$ cat src/hw/rtl/mns_pkg.sv
// ---------------------------------------------------------------------------
// Melody note sequencer package
// Shared widths, request codes, item structs and the tone half-period table.
// ---------------------------------------------------------------------------
`timescale 1ns / 1ps
`default_nettype none

package mns_pkg;

  // Store geometry
  localparam int SONG_COUNT  = 3;
  localparam int SONG_DEPTH  = 128;
  localparam int TONE_COUNT  = 21;
  localparam int STORE_DEPTH = SONG_COUNT * SONG_DEPTH;
  localparam int STORE_AW    = $clog2(STORE_DEPTH);

  // Field and state widths
  localparam int REQ_W      = 3;
  localparam int SONG_W     = 2;
  localparam int ADDR_W     = 7;
  localparam int BYTE_W     = 8;
  localparam int POS_W      = $clog2(SONG_DEPTH + 1);
  localparam int BEAT_W     = 24;
  localparam int TICKS_W    = 28;
  localparam int TONE_W     = 5;
  localparam int HALF_W     = 10;
  localparam int LED_W      = 8;

  // Request codes
  localparam logic [REQ_W-1:0] REQ_TICK  = 3'd0;
  localparam logic [REQ_W-1:0] REQ_PAUSE = 3'd1;
  localparam logic [REQ_W-1:0] REQ_SKIP  = 3'd2;
  localparam logic [REQ_W-1:0] REQ_LOOP  = 3'd3;
  localparam logic [REQ_W-1:0] REQ_WRITE = 3'd4;

  localparam logic [BEAT_W-1:0] BEAT_TICKS_RESET = 24'd120000;
  localparam logic [LED_W-1:0]  LED_DARK         = 8'hff;

  typedef struct packed {
    logic [REQ_W-1:0]  req_type;
    logic [SONG_W-1:0] song_select;
    logic [ADDR_W-1:0] byte_address;
    logic [BYTE_W-1:0] note_byte;
  } req_item_t;

  typedef struct packed {
    logic              buzzer_level;
    logic [LED_W-1:0]  led_pattern;
    logic [SONG_W-1:0] song_now;
    logic [ADDR_W-1:0] note_position;
    logic              sounding;
    logic              paused_flag;
    logic              loop_single;
  } res_item_t;

  // Half period in timer ticks: 921600 / (2 * f) for each tone
  function automatic logic [HALF_W-1:0] tone_half(input logic [TONE_W-1:0] k);
    logic [HALF_W-1:0] h;
    case (k)
      5'd0:    h = 10'd988;
      5'd1:    h = 10'd881;
      5'd2:    h = 10'd785;
      5'd3:    h = 10'd699;
      5'd4:    h = 10'd660;
      5'd5:    h = 10'd587;
      5'd6:    h = 10'd523;
      5'd7:    h = 10'd494;
      5'd8:    h = 10'd440;
      5'd9:    h = 10'd392;
      5'd10:   h = 10'd349;
      5'd11:   h = 10'd329;
      5'd12:   h = 10'd293;
      5'd13:   h = 10'd261;
      5'd14:   h = 10'd247;
      5'd15:   h = 10'd220;
      5'd16:   h = 10'd196;
      5'd17:   h = 10'd175;
      5'd18:   h = 10'd165;
      5'd19:   h = 10'd147;
      5'd20:   h = 10'd131;
      default: h = 10'd988;
    endcase
    return h;
  endfunction

endpackage

`default_nettype wire

$ cat src/hw/rtl/mns_song_ram.sv
// ---------------------------------------------------------------------------
// Song store RAM
// Single write port, single registered read port.
// ---------------------------------------------------------------------------
`timescale 1ns / 1ps
`default_nettype none

module mns_song_ram #(
  parameter int DEPTH  = 384,
  parameter int DATA_W = 8,
  parameter int ADDR_W = $clog2(DEPTH)
) (
  input  wire logic              clk,
  input  wire logic              we,
  input  wire logic [ADDR_W-1:0] waddr,
  input  wire logic [DATA_W-1:0] wdata,
  input  wire logic              re,
  input  wire logic [ADDR_W-1:0] raddr,
  output logic      [DATA_W-1:0] rdata
);

  logic [DATA_W-1:0] mem [DEPTH];

  // Write port
  always_ff @(posedge clk) begin
    if (we) begin
      mem[waddr] <= wdata;
    end
  end

  // Registered read port, held between reads
  always_ff @(posedge clk) begin
    if (re) begin
      rdata <= mem[raddr];
    end
  end

endmodule

`default_nettype wire

$ cat src/hw/rtl/mns_player.sv
// ---------------------------------------------------------------------------
// Melody player core
// Holds the playback state, decodes the fetched note byte and steps one item.
// ---------------------------------------------------------------------------
`timescale 1ns / 1ps
`default_nettype none

module mns_player (
  input  wire logic                                  clk,
  input  wire logic                                  rst,
  input  wire logic                                  beat_ticks_we,
  input  wire logic [mns_pkg::BEAT_W-1:0]            beat_ticks_wdata,
  input  wire logic                                  step,
  input  wire mns_pkg::req_item_t                    item,
  input  wire logic [mns_pkg::BYTE_W-1:0]            note_rdata,
  output logic      [mns_pkg::STORE_AW-1:0]          fetch_index,
  output mns_pkg::res_item_t                         result
);

  // Playback state
  logic [mns_pkg::BEAT_W-1:0]  beat_ticks;
  logic [mns_pkg::SONG_W-1:0]  song, song_next;
  logic [mns_pkg::POS_W-1:0]   position, position_next;
  logic                        note_active, note_active_next;
  logic [mns_pkg::TICKS_W-1:0] ticks_left, ticks_left_next;
  logic [mns_pkg::TONE_W-1:0]  tone_sel, tone_sel_next;
  logic [mns_pkg::HALF_W-1:0]  half_count, half_count_next;
  logic                        tone_on, tone_on_next;
  logic                        buzzer, buzzer_next;
  logic                        paused, paused_next;
  logic                        looping, looping_next;
  logic [mns_pkg::LED_W-1:0]   led, led_next;

  // Note byte decode
  logic                        pos_over;
  logic [mns_pkg::BYTE_W-1:0]  nb;
  logic [15:0]                 prod10;
  logic [13:0]                 prod100;
  logic [4:0]                  q10;
  logic [1:0]                  octave;
  logic [7:0]                  digit_wide;
  logic [3:0]                  digit;
  logic [4:0]                  beat_wide;
  logic [3:0]                  beat;
  logic                        is_tone;
  logic [mns_pkg::TONE_W-1:0]  tone_new;
  logic [mns_pkg::LED_W-1:0]   led_new;
  logic [mns_pkg::TICKS_W-1:0] ticks_new;
  logic [mns_pkg::SONG_W-1:0]  song_inc;

  // Split the byte into decimal digits by reciprocal multiplication
  always_comb begin
    pos_over   = position >= mns_pkg::POS_W'(mns_pkg::SONG_DEPTH);
    nb         = pos_over ? '0 : note_rdata;
    prod10     = 16'(nb) * 16'd205;
    prod100    = 14'(nb) * 14'd41;
    q10        = prod10[15:11];
    octave     = prod100[13:12];
    digit_wide = nb - {q10, 3'b000} - {2'b00, q10, 1'b0};
    digit      = digit_wide[3:0];
    beat_wide  = q10 - {octave, 3'b000} - {2'b00, octave, 1'b0};
    beat       = beat_wide[3:0];
    is_tone    = (digit >= 4'd1) && (digit <= 4'd7) && (octave != 2'd0);
    tone_new   = mns_pkg::TONE_W'(octave - 2'd1) * mns_pkg::TONE_W'(7)
               + mns_pkg::TONE_W'(digit) - mns_pkg::TONE_W'(1);
    led_new    = (digit <= 4'd7) ? (mns_pkg::LED_DARK << digit[2:0]) : mns_pkg::LED_DARK;
    ticks_new  = mns_pkg::TICKS_W'(beat) * mns_pkg::TICKS_W'(beat_ticks);
    song_inc   = (32'(song) == mns_pkg::SONG_COUNT - 1) ? '0
               : song + mns_pkg::SONG_W'(1);
  end

  // Step the state for one item
  always_comb begin
    song_next        = song;
    position_next    = position;
    note_active_next = note_active;
    ticks_left_next  = ticks_left;
    tone_sel_next    = tone_sel;
    half_count_next  = half_count;
    tone_on_next     = tone_on;
    buzzer_next      = buzzer;
    paused_next      = paused;
    looping_next     = looping;
    led_next         = led;
    if (step) begin
      unique case (item.req_type)
        mns_pkg::REQ_TICK: begin
          if (!note_active) begin
            // Fetch: song end, paused tone, or load the note
            if (nb == '0) begin
              position_next = '0;
              tone_on_next  = 1'b0;
              if (!looping) begin
                song_next = song_inc;
              end
            end else if (!(is_tone && paused)) begin
              if (is_tone) begin
                tone_sel_next   = tone_new;
                half_count_next = mns_pkg::tone_half(tone_new);
                tone_on_next    = 1'b1;
              end else begin
                tone_on_next = 1'b0;
              end
              led_next         = led_new;
              ticks_left_next  = ticks_new;
              note_active_next = 1'b1;
            end
          end else begin
            // Play: toggle on half period, count down the note
            if (tone_on) begin
              if (half_count <= mns_pkg::HALF_W'(1)) begin
                buzzer_next     = !buzzer;
                half_count_next = mns_pkg::tone_half(tone_sel);
              end else begin
                half_count_next = half_count - mns_pkg::HALF_W'(1);
              end
            end
            if (ticks_left <= mns_pkg::TICKS_W'(1)) begin
              ticks_left_next  = '0;
              note_active_next = 1'b0;
              tone_on_next     = 1'b0;
              position_next    = position + mns_pkg::POS_W'(1);
            end else begin
              ticks_left_next = ticks_left - mns_pkg::TICKS_W'(1);
            end
          end
        end
        mns_pkg::REQ_PAUSE: begin
          paused_next = !paused;
        end
        mns_pkg::REQ_SKIP: begin
          song_next        = song_inc;
          position_next    = '0;
          note_active_next = 1'b0;
          ticks_left_next  = '0;
          tone_on_next     = 1'b0;
        end
        mns_pkg::REQ_LOOP: begin
          looping_next = !looping;
        end
        default: begin
          // Byte writes go straight to the store; other codes do nothing
        end
      endcase
    end
  end

  // Forward the post-item song and position as the next fetch address
  assign fetch_index = mns_pkg::STORE_AW'(song_next) * mns_pkg::STORE_AW'(mns_pkg::SONG_DEPTH)
                     + mns_pkg::STORE_AW'(position_next[mns_pkg::ADDR_W-1:0]);

  // Result reflects the state after the item
  always_comb begin
    result.buzzer_level  = buzzer_next;
    result.led_pattern   = led_next;
    result.song_now      = song_next;
    result.note_position = position_next[mns_pkg::ADDR_W-1:0];
    result.sounding      = tone_on_next;
    result.paused_flag   = paused_next;
    result.loop_single   = looping_next;
  end

  // Hold the state
  always_ff @(posedge clk) begin
    if (rst) begin
      beat_ticks  <= mns_pkg::BEAT_TICKS_RESET;
      song        <= '0;
      position    <= '0;
      note_active <= 1'b0;
      ticks_left  <= '0;
      tone_sel    <= '0;
      half_count  <= '0;
      tone_on     <= 1'b0;
      buzzer      <= 1'b0;
      paused      <= 1'b0;
      looping     <= 1'b0;
      led         <= mns_pkg::LED_DARK;
    end else begin
      if (beat_ticks_we) begin
        beat_ticks <= beat_ticks_wdata;
      end
      song        <= song_next;
      position    <= position_next;
      note_active <= note_active_next;
      ticks_left  <= ticks_left_next;
      tone_sel    <= tone_sel_next;
      half_count  <= half_count_next;
      tone_on     <= tone_on_next;
      buzzer      <= buzzer_next;
      paused      <= paused_next;
      looping     <= looping_next;
      led         <= led_next;
    end
  end

  // A tone only sounds within a loaded note
  a_tone_in_note: assert property (@(posedge clk) disable iff (rst)
    tone_on |-> note_active)
    else $error("tone on without a loaded note");

  // A loaded note always sits inside the song store
  a_note_in_range: assert property (@(posedge clk) disable iff (rst)
    note_active |-> (position < mns_pkg::POS_W'(mns_pkg::SONG_DEPTH)))
    else $error("note loaded past the end of the song");

  // Song number stays within the store
  a_song_range: assert property (@(posedge clk) disable iff (rst)
    32'(song) < mns_pkg::SONG_COUNT)
    else $error("song number out of range");

  // A sounding tone never has an empty half-period count
  a_half_loaded: assert property (@(posedge clk) disable iff (rst)
    tone_on |-> (half_count != '0))
    else $error("tone on with zero half-period count");

endmodule

`default_nettype wire

$ cat src/hw/rtl/melody_note_sequencer.sv
// ---------------------------------------------------------------------------
// Melody note sequencer
// Plays note-byte songs from an on-chip store to a square-wave buzzer.
// ---------------------------------------------------------------------------
// Usage:
//   req channel (req_valid / req_stall / req_item) carries ticks, key presses
//   and song byte writes; res channel (res_valid / res_stall / res_item)
//   returns one status item per request: buzzer level, LED bar, song,
//   position and mode flags after that request.
//   beat_ticks_we / beat_ticks_wdata set ticks per beat; write only when idle.
// Pipeline:
//   A taken request passes through the read stage (store read), then its
//   result is loaded into the output register. One item is taken every cycle
//   while the result side does not stall; the song store read keeps pace
//   because its address is forwarded from the state the previous item leaves.
// Reset:
//   Playback state clears, beat_ticks returns to 120000, LEDs go dark. The
//   song store keeps no reset value and must be written before it is played.
// Stall:
//   A stalled result holds in the output register; one more request is taken
//   into the read stage, after which req_stall rises until res_stall drops.
// ---------------------------------------------------------------------------
`timescale 1ns / 1ps
`default_nettype none

module melody_note_sequencer (
  input  wire logic                       clk,
  input  wire logic                       rst,
  input  wire logic                       beat_ticks_we,
  input  wire logic [mns_pkg::BEAT_W-1:0] beat_ticks_wdata,
  input  wire logic                       req_valid,
  output logic                            req_stall,
  input  wire mns_pkg::req_item_t         req_item,
  output logic                            res_valid,
  input  wire logic                       res_stall,
  output mns_pkg::res_item_t              res_item
);

  logic                            req_take;
  logic                            rd_valid;
  mns_pkg::req_item_t              rd_item;
  logic                            rd_adv;
  logic                            wr_en;
  logic [mns_pkg::STORE_AW-1:0]    wr_index;
  logic [mns_pkg::STORE_AW-1:0]    fetch_index;
  logic [mns_pkg::BYTE_W-1:0]      note_rdata;
  mns_pkg::res_item_t              step_result;

  // Handshake: read stage advances into a free or draining output register
  assign rd_adv    = rd_valid && (!res_valid || !res_stall);
  assign req_stall = rd_valid && !rd_adv;
  assign req_take  = req_valid && !req_stall;

  // Song byte writes with an in-range song and address land in the store when taken
  assign wr_en    = req_take && (req_item.req_type == mns_pkg::REQ_WRITE)
                 && (32'(req_item.song_select) < mns_pkg::SONG_COUNT)
                 && (32'(req_item.byte_address) < mns_pkg::SONG_DEPTH);
  assign wr_index = mns_pkg::STORE_AW'(req_item.song_select)
                  * mns_pkg::STORE_AW'(mns_pkg::SONG_DEPTH)
                  + mns_pkg::STORE_AW'(req_item.byte_address);

  mns_song_ram #(
    .DEPTH  (mns_pkg::STORE_DEPTH),
    .DATA_W (mns_pkg::BYTE_W)
  ) u_song_ram (
    .clk   (clk),
    .we    (wr_en),
    .waddr (wr_index),
    .wdata (req_item.note_byte),
    .re    (req_take),
    .raddr (fetch_index),
    .rdata (note_rdata)
  );

  mns_player u_player (
    .clk              (clk),
    .rst              (rst),
    .beat_ticks_we    (beat_ticks_we),
    .beat_ticks_wdata (beat_ticks_wdata),
    .step             (rd_adv),
    .item             (rd_item),
    .note_rdata       (note_rdata),
    .fetch_index      (fetch_index),
    .result           (step_result)
  );

  // Read stage: hold the item while its store byte arrives
  always_ff @(posedge clk) begin
    if (rst) begin
      rd_valid <= 1'b0;
    end else if (req_take) begin
      rd_valid <= 1'b1;
    end else if (rd_adv) begin
      rd_valid <= 1'b0;
    end
  end

  always_ff @(posedge clk) begin
    if (req_take) begin
      rd_item <= req_item;
    end
  end

  // Output register: load on advance, drop when taken
  always_ff @(posedge clk) begin
    if (rst) begin
      res_valid <= 1'b0;
    end else if (rd_adv) begin
      res_valid <= 1'b1;
    end else if (!res_stall) begin
      res_valid <= 1'b0;
    end
  end

  always_ff @(posedge clk) begin
    if (rd_adv) begin
      res_item <= step_result;
    end
  end

  // A taken item is in the read stage on the next cycle
  a_take_fills: assert property (@(posedge clk) disable iff (rst)
    req_take |=> rd_valid)
    else $error("taken item missing from read stage");

  // An item leaving the read stage always shows up as a result
  a_adv_result: assert property (@(posedge clk) disable iff (rst)
    rd_adv |=> res_valid)
    else $error("advanced item produced no result");

  // Store writes only come from taken write requests
  a_write_src: assert property (@(posedge clk) disable iff (rst)
    wr_en |-> (req_take && (req_item.req_type == mns_pkg::REQ_WRITE)))
    else $error("store write without a write request");

endmodule

`default_nettype wire
$ cat config.mk
export PLATFORM = sky130hd
export DESIGN_NAME = melody_note_sequencer
export DESIGN_NICKNAME = d
export VERILOG_FILES = /design/src/hw/rtl/mns_pkg.sv /design/src/hw/rtl/mns_song_ram.sv /design/src/hw/rtl/mns_player.sv /design/src/hw/rtl/melody_note_sequencer.sv
export SDC_FILE = /design/constraint.sdc
export NUM_CORES = 2
export LEC_CHECK = 0
export ABC_AREA = 1
export CORE_MARGIN = 4
export CORE_UTILIZATION = 45
export DETAILED_ROUTE_END_ITERATION = 6
export DONT_BUFFER_PORTS = 1
export PLACE_DENSITY_LB_ADDON = 0.15
export SLEW_MARGIN = 20
export SYNTH_ARGS = -nofsm -noshare
export SYNTH_HDL_FRONTEND = slang
export SYNTH_HIERARCHICAL = 1
export SYNTH_SLANG_ARGS = --single-unit
$ cat constraint.sdc
create_clock -name clk -period 9 [get_ports clk]
set_input_delay 0.45 -clock clk [delete_from_list [all_inputs] [get_ports clk]]
set_output_delay 0.45 -clock clk [all_outputs]
set_load 0.02 [all_outputs]
==> impl_results.md <==
- Fin nets: 11961
- PD cells: 233 nW/um^2
- CP Depth: 49
- Buffers & Inverters on Critical Path: 11
- Hold Fails Final Rpt: 0
- H-tree depth: 5
- Leakage: 53.1 nW
- Non-Filler Instances: 15987
- Area grow syn2layout: 10.3%
- Worst Hold Class: input port to register
- Post-layout util: 49.9%
- Fin Clk Skew: 0.0516 ns
- Total negative slack: 0 ns
- Crit path required time: 9.85 ns
- 1st-pass router iterations: 6
- Port buffer count: 0
- Buffer count from post-CTS setup fixing: 0
- Most used cell along the critical path: nand2_1
- WHS: 0.0715 ns
- Fmax: 119 MHz
- Placed Instances: 15295
- Vias per cell: 5.72
- Fill cell count: 26493
- Die ar.: 314000 sq um
- Final WL: 394000 um
- Num CTS Buffers: 343
- I/O pin count: 72
- Avg WL per Cell: 24.7 um
- Post-Syn Nets: 12233
- Yosys warns: 6
- Fin worst setup slack: 0.566 ns
- Slew at the pin closest to its max-slew limit: 1.29 ns
- CP startpoint: u_player/position[7]$_SDFFE_PP0P_
- FF-to-FF End: u_player/ticks_left[24]$_SDFFE_PP0P_
- First-pass GRT wire length: 583000 um
- Vias in the first global route: 87242
- Maximum vdd drop: 246 uV
- Minimum clock period: 8.43 ns
- Reg-to-Reg Start: u_player/position[7]$_SDFFE_PP0P_
- Slew Viols, Final: 0
- Max-Cap Viols: 0
- Critical path type: register to register
- Die Wd: 560 um
- Dpl hpwl: 204000 um
- Syn Std Cell Area: 137000 sq um
- Highest cell delay on the worst timing path: 0.54 ns
- R2R cell count: 49
- RSZ-0062 raised after global routing: no
- Root buffer cell: clkbuf_16
- Skew-Pair Late Insertion Delay: 0.92 ns
- Drt drc: 0
- # rows: 202
- GRT overflow: 0
- Crit path max fanout: 22
- Post-Syn Instances: 12003
- DP Worst Slack: 0.440 ns
- CP Capture Point: u_player/ticks_left[24]$_SDFFE_PP0P_
- Core ar.: 303000 sq um
- Largest net degree at the start of global routing: 385
- Clk buf depth: 4
- Crit end category: register
- Worst endpoint data arrival time: 9.28 ns
- First DRT Iteration DRCs: 10432
- Avg Cell Area, Syn: 11.4 sq um
- DR vias: 91373
- Critical path's slowest cell: fa_1
- Status: finished clean
- Total track usage: 24.5%
- Sink Count: 3206
- Initial Util: 45.2%
- R2R Setup Slk: 0.57 ns
- Worst slew margin: 14.2%
- Layout cells sized above 1: 5.84%
- Reg clk slew, reported paths: 0.06 ns
- Routability congestion estimate: 0.853
- Startpoint Class: register
- Period utilization: 93.7%
- Die height: 560 um
- Final ANT Viol Nets: 0
- CTS tree: yes
- Initial antenna violation count: 8
- Cell family with most CP delay: adder cells
- Setup Viol. Count Final: 0
placed cells by master (no fill, tap or decap), types with 90 or more instances in the layout:
master     instances
o22ai_1          252
clkinv_1          90
a21oi_1          146
o21ai_0          531
nand3_1         2252
nand2_1         2930
inv_1            331
nor2_1          1070
dfxtp_1          101
clkbuf_16        346
edfxtp_1        3104
ha_1             123
through the flow:
stage                     power, mW  cell area (sq um)
final                          35.2             151000
after global placement         21.2             139000
after global routing           36.8             151000
after floorplan                20.2             137000
after detailed placement       21.2             139000
after CTS                      35.4             151000
final cells by class:
type / instances / area, sq um / area share (%)
antenna: 3 / 7.51 / 0.00497
clock buffer: 416 / 8950 / 5.92
clock inverter: 204 / 2140 / 1.41
inverter: 354 / 1370 / 0.908
multi-input combinational: 7659 / 36200 / 23.9
sequential: 3206 / 95300 / 63.0
tap: 3978 / 4980 / 3.29
timing repair buffer: 167 / 2280 / 1.51
worst min path at each step:
stage	start	to	slack, ns	cells after the start
2_1_floorplan	u_player/led[7]$_SDFF_PP1_	u_player/led[7]$_SDFF_PP1_	0.42	2
3_3_place_gp	u_player/led[7]$_SDFF_PP1_	u_player/led[7]$_SDFF_PP1_	0.43	2
3_5_place_dp	u_player/led[7]$_SDFF_PP1_	u_player/led[7]$_SDFF_PP1_	0.44	2
4_1_cts	req_item[3]	u_song_ram/mem[201][3]$_DFFE_PP_	0.002	0
5_1_grt	req_item[3]	u_song_ram/mem[94][3]$_DFFE_PP_	0.03	1
6_report	req_item[7]	u_song_ram/mem[64][7]$_DFFE_PP_	0.07	1
power by group:
part,internal (mW),leakage [nW],switching [mW]
Combinational,1.63,19.0,3.18
Clock,8.02,5.36,5.91
Sequential,16.4,28.7,0.0437
Total,26.1,53.1,9.13
flip-flops by register name, summed over array words and instances, names as in the netlist, named ones only:
| name | flops |
|---|---|
| u_song_ram/mem | 3072 |
| u_player/ticks_left | 28 |
| u_player/position | 8 |
| u_song_ram/rdata | 8 |
| u_player/half_count | 10 |
| rd_valid | 1 |
| u_player/note_active | 1 |
| u_player/led | 8 |
| u_player/looping | 1 |
| u_player/tone_sel | 5 |
| u_player/tone_on | 1 |
| res_valid | 1 |
| res_item | 21 |
| u_player/song | 2 |
| u_player/paused | 1 |
| rd_item | 3 |
| u_player/buzzer | 1 |
| u_player/beat_ticks | 24 |
routing by layer:
layer	share of wire [%]	global-route usage (%)	wire length, um
met1	43	35.0	169000
met3	7.3	3.32	28800
met4	3.4	7.76	13600
met5	0.0074	0	29
met2	46	38.9	183000
timing repair:
action | CTS | global route
hold buffers | 63 | 2
setup endpoints to repair | 0 | 5
endpoints found under the hold margin | 1389 | 50
resized for setup | 0 | 2
worst reg2reg max path, delay by kind of cell (launching register included):
family,cells,cell delay [ns]
compound gates,4,0.59
buf+inv,11,1.00
simple gates,21,2.12
flops,1,0.38
fa+ha+maj,8,3.27
xor+xnor,5,1.05
Note: power is estimated with default switching activity, not from simulation.
